### src/rtl/lsc_pkg.sv
// ----------------------------------------------------------------------------
// lsc_pkg: shared types and helpers for the life stencil core
// Sizes, register indexes, window column type and the B3/S23 rule.
// ----------------------------------------------------------------------------
package lsc_pkg;

  localparam int MAX_WIDTH     = 1024;
  localparam int MAX_HEIGHT    = 1024;
  localparam int MATERIAL_BITS = 4;
  localparam int COL_BITS      = $clog2(MAX_WIDTH);
  localparam int ROW_BITS      = $clog2(MAX_HEIGHT);
  localparam int SIZE_BITS     = 11;
  localparam int CFG_BITS      = 11;
  localparam int COUNT_BITS    = 4;

  localparam logic [MATERIAL_BITS-1:0] EMPTY_RESET = MATERIAL_BITS'(0);
  localparam logic [MATERIAL_BITS-1:0] ALIVE_RESET = MATERIAL_BITS'(7);

  typedef logic [MATERIAL_BITS-1:0] material_t;
  typedef logic [COL_BITS-1:0]      col_t;
  typedef logic [ROW_BITS-1:0]      row_t;

  typedef enum logic [1:0] {
    REG_GRID_WIDTH  = 2'd0,
    REG_GRID_HEIGHT = 2'd1,
    REG_EMPTY_CODE  = 2'd2,
    REG_ALIVE_CODE  = 2'd3
  } reg_index_t;

  // One window column: two rows above and the current row.
  typedef struct packed {
    material_t top;
    material_t mid;
    material_t bot;
  } column_t;

  // Last column index for a programmed width, saturated to 3..MAX_WIDTH.
  function automatic col_t last_col_of(input logic [SIZE_BITS-1:0] value);
    col_t res;
    if (int'(value) < 3) begin
      res = col_t'(2);
    end else if (int'(value) > MAX_WIDTH) begin
      res = col_t'(MAX_WIDTH - 1);
    end else begin
      res = col_t'(int'(value) - 1);
    end
    return res;
  endfunction

  // Last row index for a programmed height, saturated to 3..MAX_HEIGHT.
  function automatic row_t last_row_of(input logic [SIZE_BITS-1:0] value);
    row_t res;
    if (int'(value) < 3) begin
      res = row_t'(2);
    end else if (int'(value) > MAX_HEIGHT) begin
      res = row_t'(MAX_HEIGHT - 1);
    end else begin
      res = row_t'(int'(value) - 1);
    end
    return res;
  endfunction

  // B3/S23: alive survives on 2 or 3, empty is born on 3, others hold.
  function automatic material_t life_rule(input material_t       centre,
                                          input logic [COUNT_BITS-1:0] n,
                                          input material_t       empty_code,
                                          input material_t       alive_code);
    material_t res;
    res = centre;
    if (centre == alive_code) begin
      if (n != COUNT_BITS'(2) && n != COUNT_BITS'(3)) begin
        res = empty_code;
      end
    end else if (centre == empty_code && n == COUNT_BITS'(3)) begin
      res = alive_code;
    end
    return res;
  endfunction

endpackage

### src/rtl/lsc_window_cell.sv
// ----------------------------------------------------------------------------
// lsc_window_cell: one column of the 3x3 window
// Holds three material codes and hands them to the next cell on each shift.
// ----------------------------------------------------------------------------
module lsc_window_cell (
  input  logic             clk,
  input  logic             rst,
  input  logic             shift,
  input  lsc_pkg::column_t col_in,
  output lsc_pkg::column_t col_out
);
  import lsc_pkg::*;

  column_t held;

  always_ff @(posedge clk) begin
    if (rst) begin
      held <= '0;
    end else if (shift) begin
      held <= col_in;
    end
  end

  assign col_out = held;

endmodule

### config.mk
export PLATFORM = sky130hd
export DESIGN_NAME = lsc_window_cell
export DESIGN_NICKNAME = d
export VERILOG_FILES = /design/src/rtl/lsc_pkg.sv /design/src/rtl/lsc_window_cell.sv
export SDC_FILE = /design/constraint.sdc
export NUM_CORES = 1
export LEC_CHECK = 0
export ABC_AREA = 1
export BUFFER_PORTS_ARGS = -buffer_cell sky130_fd_sc_hd__buf_2
export CAP_MARGIN = 20
export CORE_AREA = 2 2 39 41
export CTS_CLUSTER_DIAMETER = 200
export DETAILED_ROUTE_END_ITERATION = 6
export DIE_AREA = 0 0 41 43
export GPL_TIMING_DRIVEN = 0
export PLACE_DENSITY = 0.69
export SYNTH_ARGS = -nofsm -noshare
export SYNTH_HDL_FRONTEND = slang
export SYNTH_SLANG_ARGS = --single-unit
### constraint.sdc
create_clock -name clk -period 0.8 [get_ports clk]
set_input_delay 0.16 -clock clk [delete_from_list [all_inputs] [get_ports clk]]
set_output_delay 0.16 -clock clk [all_outputs]
set_load 0.02 [all_outputs]
==> impl_metrics.yaml, run 1 <==
status:
  status: "finished, violations left"
  failed_checks: "setup timing"
worst_setup_path:
  worstReg2RegEnd: "col_out[1]"
  worst-path-buf-inv: 1
  cp.arrival_ns: 0.71
  r2r-start: "col_out[1]"
  worst_path_max_delay_cell: "dfxtp_2"
  r2r_slack_ns: 0.13
  worstPathCellList: "buf_6"
  crit_fanout: 2
  crit_path_end_kind: "output pin"
  worstSetupPathType: "flop to output pin"
  critPathRequiredTime_ns: 0.64
  reg2reg_depth: 3
  cp-start-kind: "flop"
  cp_top_family: "flip-flops"
  max_stage_delay_ns: 0.34
sta:
  tightest_slew_ns: 0.1834
  finClkSkew_ns: 0
  setup-tns-final_ns: -0.7881
  final-setup-viol-count: 12
  period_minus_slack_ns: 0.8744
  maxSlewHeadroom_pct: 87.77
  setup_ws_ns: -0.07441
  rsz0062_at_grt: "true"
  slew_viol_final: 0
  period_share_pct: 109.3
  timing.fmax_mhz: 1144
  finalHoldViolCount: 0
job:
  maxCapViolations: 0
synthesis:
  synth_cells: 76
  synth_edf_count: 0
  yosys.area.top_type_share_pct: 48.36
  syn_area_per_cell_um2: 6.536
  async_flop_share_pct: 0
  yosysWarnings: 0
  synth_commonest_cells: "nand2_1, nor2_1, inv_1"
  syn_area_um2: 496.7
  yosysTopAreaCell: "dfxtp_1"
  yosysUniqueCellTypes: 6
  ys_top_cells_by_area: "dfxtp_1, nand2_1, nor2_1"
  synth_nets: 91
  ys.flop_type: "dfxtp_1"
  ys_ff_latch: 12
  ys_seq_area_share_pct: 48.36
final_layout:
  seq_area_um2: 255.2
  drive_gt1_share_pct: 42.45
  largest_reg_flops: 12
  nFillCells: 151
  area_growth_syn_to_layout_pct: 54.41
  fin_area_um2: 767.0
  antennaDiodeCount: 0
  finalNetCount: 123
  multiInputGateArea_um2: 180.2
detailed_routing:
  drc: 0
  post_drt_wl_per_cell_um: 8.467
  routed_wl_um: 1033
  vias: 498
  drt_first_pass_iters: 4
  drt-vias-per-instance: 4.082
  final_antenna_net_count: 0
  drt_iter0_drc: 2
global_route:
  busiest_layer: "met2"
  globalRouteMet2Util_pct: 20.31
  use_met3_pct: 4.712
  grtUsageMet1_pct: 14.14
  grt.total_usage_pct: 13.35
  grt_first_pass_wirelength_um: 1545
  grt_max_degree: 11
  grt_pass1_vias: 404
  antenna_found_initial: 0
  overflow: 0
min_path:
  hold_end: "col_out[9]"
  holdCritStartpoint: "rst"
  min_path_cells: 4
  min_path_type: "input port to flop"
clock_network:
  cts_hold_buf: 0
  cts_root_buf: "clkbuf_4"
  clockBufferDepth: 2
  cts_tree: "yes"
  h-tree-depth: 1
  clk_latency_ns: 0.26
  path_clk_slew_ns: 0.07
  numCtsBuffers: 3
  clock-sinks: 12
floorplanning:
  fp.dieArea_mm2: 0.001763
  fp-row-count: 14
  die_x_um: 41
  boundaryPins: 27
  die_h_um: 43
  coreArea_mm2: 0.001384
  start_util_pct: 35.90
power_and_ir_drop:
  pwr-share-clk_pct: 26.3
  p_per_area_mw_per_mm2: 1715
  ir_drop_mv: 0.7481
  p_comb_share_pct: 22.3
  intPower_uw: 971.2
  switching_share_pct: 26.18
  seqPwrFrac_pct: 51.4
  switchingPower_uw: 344.4
  p_leak_uw: 0.0004473
placement:
  hpwlAfterDp_um: 726.3
  gp_congestion: 0.6739
  portBuffers: 26
  dpl-instance-area_um2: 646.9
cell type report:
class | instances | area share, %
plain buffers | 3 | 3.589
clock buffers | 3 | 2.936
inverters | 13 | 6.362
multi-input cells | 48 | 23.49
flip-flops and latches | 12 | 33.28
well taps | 16 | 2.610
repair buffers | 27 | 27.73
power groups by stage:
stage	logic (uW)	clock network (uW)	registers, uW
2_1_floorplan	98.1	0	724
3_3_place_gp	241	0	670
3_5_place_dp	243	0	672
4_1_cts	291	367	676
5_1_grt	325	397	680
6_report	294	346	676
per-stage QoR:
stage          instances  util, %  setup slack, ns  power (uW)  hold WS, ns
2_1_floorplan         76        -           0.1677       822.2       0.3149
3_3_place_gp         118    46.75          0.03303       911.1       0.4177
3_5_place_dp         118    46.75          0.02120       915.1       0.4256
4_1_cts              121    54.88         -0.08228        1335       0.1368
5_1_grt              122    55.43          -0.1111        1401       0.1435
6_report             122    55.43         -0.07441        1316       0.1424
metal layers:
| metal | up-vias | wire length, um |
|---|---|---|
| met2 | 15 | 486 |
| met1 | 205 | 465 |
| met5 | - | 0 |
| met3 | 2 | 62 |
| met4 | 0 | 19 |
| li1 | 276 | - |
how the worst max path moves through the flow:
stage,cells past startpoint,end,startpoint
2_1_floorplan,2,col_out[9],col_out[9]
3_3_place_gp,5,col_out[1],rst
3_5_place_dp,5,col_out[1],rst
4_1_cts,1,col_out[7],col_out[7]
5_1_grt,1,col_out[7],col_out[7]
6_report,1,col_out[7],col_out[7]
cell usage in the layout, fill, tap and decap left out:
cell / count
clkbuf_4: 3
nor2_1: 24
dfxtp_2: 12
inv_1: 13
buf_6: 14
nand2_1: 24
buf_4: 1
buf_2: 15
cells by family (layout without fill, tap and decap cells):
logic type,count (synthesis),after routing,share of synthesized area [%]
simple gates,48,48,36.27
buf+inv,16,46,15.36
flops,12,12,48.36
what timing repair did:
| action | 4_1_cts | 5_1_grt |
|---|---|---|
| endpoints found under the setup margin | 12 | 12 |
| buffers inserted | 0 | 1 |
| endpoints found under the hold margin | 0 | 0 |
| gates resized for setup | 36 | 0 |
No activity file was read; power rests on OpenSTA's default activity.
==> run 2, diff against run 1 <==
--- a/config.mk
+++ b/config.mk
@@ -6,14 +6,13 @@
 export NUM_CORES = 1
 export LEC_CHECK = 0
 export ABC_AREA = 1
-export BUFFER_PORTS_ARGS = -buffer_cell sky130_fd_sc_hd__buf_2
 export CAP_MARGIN = 20
 export CORE_AREA = 2 2 39 41
 export CTS_CLUSTER_DIAMETER = 200
 export DETAILED_ROUTE_END_ITERATION = 6
 export DIE_AREA = 0 0 41 43
+export DONT_BUFFER_PORTS = 1
 export GPL_TIMING_DRIVEN = 0
-export PLACE_DENSITY = 0.69
 export SYNTH_ARGS = -nofsm -noshare
 export SYNTH_HDL_FRONTEND = slang
 export SYNTH_SLANG_ARGS = --single-unit
==> run 2 against run 1 <==
Against the previous run:
- total power is 1.1% lower
- clock skew stayed put
- non-clock buffer count is 27 lower
- the flow still finishes with violations (setup timing)
- critical endpoint is now col_out[1]
- clock-buffer cell count is 1 higher
- die area stayed put
- register-to-register slack better by 0.04 ns
- hold slack worse by 0.11 ns
- maximum frequency is 7.4% higher
- first-iteration DRC count is 50% higher
- critical path depth is 1 lower
==> impl_metrics.yaml, run 2 (synthesized netlist as in run 1, its figures left out) <==
status:
  status: "finished, violations left"
  failed_checks: "setup timing"
worst_setup_path:
  critPathRequiredTime_ns: 0.64
  cp.arrival_ns: 0.65
  crit_fanout: 2
  crit_path_end_kind: "output pin"
  cp-start-kind: "flop"
  worstSetupPathType: "flop to output pin"
floorplanning:
  fp-row-count: 14
  boundaryPins: 27
  coreArea_mm2: 0.001384
  die_x_um: 41
  start_util_pct: 35.90
  fp.dieArea_mm2: 0.001763
  die_h_um: 43
final_layout:
  layoutNonFillerInstCount: 96
  finalNetCount: 96
  fin_util_pct: 43.22
  area_growth_syn_to_layout_pct: 20.40
  layout_common_cells: "nor2_1, nand2_1, inv_1"
  drive_gt1_share_pct: 23.75
  antennaDiodeCount: 0
  largest_reg_flops: 12
sta:
  setup_ws_ns: -0.01387
  rsz0062_at_grt: "true"
  finClkSkew_ns: 0
  tightest_slew_ns: 0.1831
  final-setup-viol-count: 12
  period_share_pct: 101.7
  fin_hold_ws_ns: 0.02834
  timing.fmax_mhz: 1229
  period_minus_slack_ns: 0.8139
  finalHoldViolCount: 0
  maxSlewHeadroom_pct: 87.79
  slew_viol_final: 0
detailed_routing:
  drc: 0
  post_drt_wl_per_cell_um: 10.19
  vias: 412
  final_antenna_net_count: 0
  drt_first_pass_iters: 2
  drt-vias-per-instance: 4.292
  drt_iter0_drc: 3
  routed_wl_um: 978
power_and_ir_drop:
  pwr-share-clk_pct: 36.9
  seqPwrFrac_pct: 54.3
  switchingPower_uw: 345.5
  p_leak_uw: 0.0003247
  switching_share_pct: 26.54
  intPower_uw: 956.2
  p_per_area_mw_per_mm2: 2176
  ir_drop_mv: 0.9655
  p_comb_share_pct: 8.8
placement:
  dp.cells: 92
  portBuffers: 0
  gp_congestion: 0.5973
  hpwlAfterDp_um: 669.1
clock_network:
  h-tree-depth: 1
  cts_hold_buf: 0
  numCtsBuffers: 3
  clock-sinks: 12
  cts_root_buf: "clkbuf_4"
  clk_latency_ns: 0.27
  cts_tree: "yes"
  clockBufferDepth: 2
  path_clk_slew_ns: 0.08
min_path:
  min_path_type: "input port to flop"
global_route:
  grt_pass1_vias: 362
  overflow: 0
  grt_first_pass_wirelength_um: 1393
  grt.total_usage_pct: 12.12
  antenna_found_initial: 0
  grt_max_degree: 11
job:
  maxCapViolations: 0
==> run 2: cell count changes in the layout (fill, tap and decap cells not counted) <==
| cell | previous run | this run |
|---|---|---|
| dfxtp_4 | 0 | 12 |
| buf_2 | 15 | 1 |
| dfxtp_2 | 12 | 0 |
| buf_4 | 1 | 0 |
| clkbuf_8 | 0 | 1 |
| buf_6 | 14 | 2 |
==> run 2: power groups by stage <==
stage	Combinational, uW	Clock, uW	Sequential (uW)
floorplan	98.1	0	724
global placement	113	0	730
detailed placement	117	0	731
CTS	117	485	708
global route	135	531	715
finish	115	480	707
==> run 2: final cells by class <==
type                       count  area, um2
clock buffer                   4      36.28
multi-input combinational     48      180.2
buffer                         3      27.53
fill                         159      785.8
tap                           16      20.02
sequential                    12      285.3
inverter                      13      48.80
==> run 2: routing by layer <==
metal	share of wire (%)	up-vias	track usage, %
met3	8.1	0	6.283
met2	49	21	19.06
met5	0	-	0
met1	43	169	12.46
met4	0	0	6.000
li1	-	222	-
==> run 2: worst paths after layout <==
| kind | cells after the start | endpoint | startpoint | slack [ns] |
|---|---|---|---|---|
| max | 0 | col_out[1] | col_out[1] | -0.01 |
| min | 3 | col_out[11] | shift | 0.03 |
| max reg2reg | 2 | col_out[9] | col_out[9] | 0.17 |
| min reg2reg | 2 | col_out[5] | col_out[5] | 0.53 |
==> run 2: metrics by stage <==
| stage | TNS [ns] | power (uW) | setup WS [ns] | instance area [um2] |
|---|---|---|---|---|
| finish | -0.1278 | 1302 | -0.01387 | 598.1 |
| global route | -0.4870 | 1381 | -0.04344 | 598.1 |
| CTS | -0.1993 | 1310 | -0.01855 | 598.1 |
| detailed placement | 0 | 847.8 | 0.1203 | 516.7 |
| global placement | 0 | 842.4 | 0.1396 | 516.7 |
| floorplan | 0 | 822.2 | 0.1677 | 496.7 |
==> run 2: worst reg2reg max path, cell delays in order, from the launching register on <==
cell     delay, ns
dfxtp_4       0.37
nor2_1        0.11
nor2_1        0.05
==> run 2: timing repair <==
action / CTS / global route
resized for setup: 24 / 0
buffers inserted: 0 / 0
setup endpoints to repair: 12 / 12
